--- config.mk ---
export PLATFORM = sky130hd
export DESIGN_NAME = ftlwl_ram
export DESIGN_NICKNAME = d
export VERILOG_FILES = /design/src/hdl/ftlwl_ram.sv
export SDC_FILE = /design/constraint.sdc
export NUM_CORES = 2
export LEC_CHECK = 0
export ABC_AREA = 1
export BUFFER_PORTS_ARGS = -buffer_cell sky130_fd_sc_hd__buf_2
export CAP_MARGIN = 10
export CORE_UTILIZATION = 40
export CTS_CLUSTER_SIZE = 16
export DETAILED_ROUTE_END_ITERATION = 10
export PLACE_DENSITY = 0.62
export SLEW_MARGIN = 20
export SYNTH_ARGS = -nofsm -noshare
export SYNTH_HDL_FRONTEND = slang
export SYNTH_SLANG_ARGS = --single-unit
--- constraint.sdc ---
create_clock -name i_clk -period 5.9 [get_ports i_clk]
set_input_delay 1.475 -clock i_clk [delete_from_list [all_inputs] [get_ports i_clk]]
set_output_delay 1.475 -clock i_clk [all_outputs]
set_load 0.005 [all_outputs]
--- src/hdl/ftlwl_ram.sv ---
// Generic single-clock RAM: one write port, one read port with registered data.
module ftlwl_ram #(
    parameter int WIDTH = 8,
    parameter int DEPTH = 256
) (
    input  logic                                 i_clk,
    input  logic                                 i_we,
    input  logic [(DEPTH > 1 ? $clog2(DEPTH) : 1)-1:0] i_waddr,
    input  logic [WIDTH-1:0]                     i_wdata,
    input  logic                                 i_re,
    input  logic [(DEPTH > 1 ? $clog2(DEPTH) : 1)-1:0] i_raddr,
    output logic [WIDTH-1:0]                     o_rdata
);

    logic [WIDTH-1:0] r_mem [DEPTH];
    logic [WIDTH-1:0] r_rdata;

    // Write, then register the read data
    always_ff @(posedge i_clk) begin
        if (i_we) begin
            r_mem[i_waddr] <= i_wdata;
        end
        if (i_re) begin
            r_rdata <= r_mem[i_raddr];
        end
    end

    assign o_rdata = r_rdata;

endmodule
==> results by group <==
Placed design
  – Buffers added on ports: 34
  – RD Place Congestion: 0.885
  – DP HPWL: 129000 um
  – Placed Area: 0.0861 mm2

Flow run
  – Max Cap Violations: 0

Yosys
  – Yosys warns: 0
  – Mapped Area: 0.0835 mm2
  – Synth Instances: 7003
  – Synth unique cells: 13
  – Synthesis-stage register bit count: 2056
  – Register area share after synthesis: 0.740
  – Mapped Avg Cell Area: 11.9 um2
  – Synthesized Nets: 7030

Layout
  – Most frequent cells in the layout: nand2_1, edfxtp_1, nand3_1
  – Fin util: 0.445
  – Area grow syn2layout: 10.5%
  – Fin area: 0.0923 mm2
  – Most common cell after layout, fill and taps aside: nand2_1
  – Share of cells above drive strength 1: 0.0596
  – Register area: 0.0617 mm2
  – Net count reported at finish: 6895
  – Filler Cell Count: 18.8k
  – Area of the multi-input gates: 0.0191 mm2

Worst setup path
  – Required time of the critical path: 6.62 ns
  – Startpoint Class: input pin
  – Critical path data arrival time: 4.43 ns
  – Max stage delay on crit path: 0.61 ns
  – Critical Path Fanout Max: 170
  – Crit path top cell by count: nand3_1
  – CP max-delay cell: buf_4
  – Worst R2R Path Depth: 10
  – Top delay family on crit path: simple AND/OR/NAND/NOR gates
  – Critical path cell sequence: buf_8 -> inv_16 -> buf_4 -> nand2_1 -> nand3_1 -> nand3_1 -> nand3_1 -> nand3_1 -> nand3_1 -> nand3_1 -> nand2_1 -> nand2_1 -> nand2_1
  – FF-to-FF Start: r_mem[107][1]
  – WS Path Type: input pin to flip-flop
  – Worst path bufs/invs: 3
  – Crit end category: flip-flop
  – FF-to-FF setup slack: 3.75 ns
  – R2R Path End: o_rdata[1]

Power
  – LEAKAGE: 31.4 nW
  – VDD IR max: 0.345 mV
  – P per Cell Area: 327 mW/mm2

Floorplan
  – Initial Utilization: 0.403
  – Core ar.: 0.207 mm2
  – Core Rows: 167
  – Die height: 459 um
  – Die area: 0.211 mm2
  – Die Wd: 459 um
  – I/O pin cnt: 35

STA
  – Setup Total Neg Slack: 0 ns
  – RSZ-0062 raised after global routing: false
  – Max Fclk: 0.270 GHz
  – Worst slew pin tran: 1.18 ns
  – # setup viols final: 0
  – Slew Viols, Final: 0
  – Final Critical Period: 3.71 ns
  – Hold Vio Cnt, Final: 0
  – Final period utilization: 0.628
  – Clock skew: 0.0411 ns
  – Max_slew headroom: 0.214

Clocking
  – Number of buffers created by CTS: 204
  – H-tree lvl count: 4
  – Worst skew pair latency: 0.85 ns
  – Postcts setup bufs: 0
  – CTS Hold Buffers Added: 0
  – Clock sink count: 2056
  – # resized after CTS: 0
  – CTS root buf: clkbuf_16
  – CTS tree: built
  – Max Root-Sink Buffers: 3
  – Clock transition at path regs: 0.06 ns

Global route
  – GRT Total Usage: 0.214
  – Largest net degree at the start of global routing: 171
  – Number of global-route vias before repair: 51.5k
  – GR Overflow Total: 0
  – Initial antenna violation count: 4
  – First-pass GRT wire length: 338000 um

Status
  – Status: completed

Min path
  – Hold Path Depth: 1
  – Hold endpoint: o_rdata[2]
  – Hold WC Path Type: input pin to flip-flop
  – Hold_sp: i_re

Routing
  – Post-route ant nets: 0
  – Drt first pass iters: 8
  – Vias per cell: 5.52
  – Residual DRC count: 0
  – WL per Instance: 23.2 um
  – Routed WL: 228000 um
  – Total number of vias: 54.2k
  – Initial drt markers: 6575
cell families (layout without fill, tap and decap cells):
logic type             count (synthesis)  after routing  synth area share
AND/OR/NAND/NOR                     4425           4425             0.229
flip-flops                          2056           2056             0.740
buffers and inverters                522            547            0.0312
other                                  0              3                 0
per-layer routing:
metal / share of wire / routed length (um) / global-route usage / up-vias
met4: 0.035 / 8040 / 0.0806 / 2
met3: 0.078 / 17900 / 0.0328 / 387
met1: 0.41 / 93700 / 0.292 / 26800
met5: 0.000031 / 7 / 0 / -
met2: 0.48 / 109000 / 0.344 / 2434
li1: - / - / - / 24600
cells in the mapped netlist (all sizes together):
cell,count,area share
nor2,283,0.013
nand2,2123,0.095
buf,371,0.024
edfxtp,2056,0.74
clkbuf,112,0.0050
nand3,2019,0.12
inv,39,0.0018
per-stage QoR:
stage	instances	hold WS (ns)	setup slack [ns]	total power [mW]
2_1_floorplan	7003	0.911	2.93	17.4
3_3_place_gp	9450	1.07	1.43	18.2
3_5_place_dp	9450	1.09	1.40	18.2
4_1_cts	9816	0.930	2.31	30.3
5_1_grt	9819	0.969	2.10	30.9
6_report	9819	0.986	2.19	30.2
how the worst max path moves through the flow:
stage / from / endpoint / slack [ns] / cells past startpoint
after floorplan: i_we / r_mem[162][0] / 2.93 / 4
after global placement: i_raddr[0] / o_rdata[5] / 1.43 / 13
after detailed placement: i_raddr[0] / o_rdata[4] / 1.40 / 13
after CTS: i_raddr[0] / o_rdata[4] / 2.31 / 13
after global routing: i_raddr[0] / o_rdata[1] / 2.10 / 13
final: i_raddr[0] / o_rdata[1] / 2.19 / 13
power by group:
group	switching, mW	internal [mW]	total [mW]	leakage (nW)
logic	1.40	0.419	1.82	9.93
registers	0.0116	16.1	16.1	18.5
clock network	5.47	6.75	12.2	3.02
total	6.89	23.3	30.2	31.4
area by class of cell:
type,instances,area share
repair buffers,142,0.0163
clock inverters,105,0.00879
clock buffers,261,0.0583
well taps,2788,0.0378
diodes,3,0.0000814
multi-input cells,4425,0.207
flip-flops and latches,2056,0.669
inverters,39,0.00195
registers in the layout, summed over array words and instances (netlist names):
name and cells:
o_rdata 8, r_mem 2048
Note: power is estimated with default switching activity, not from simulation.
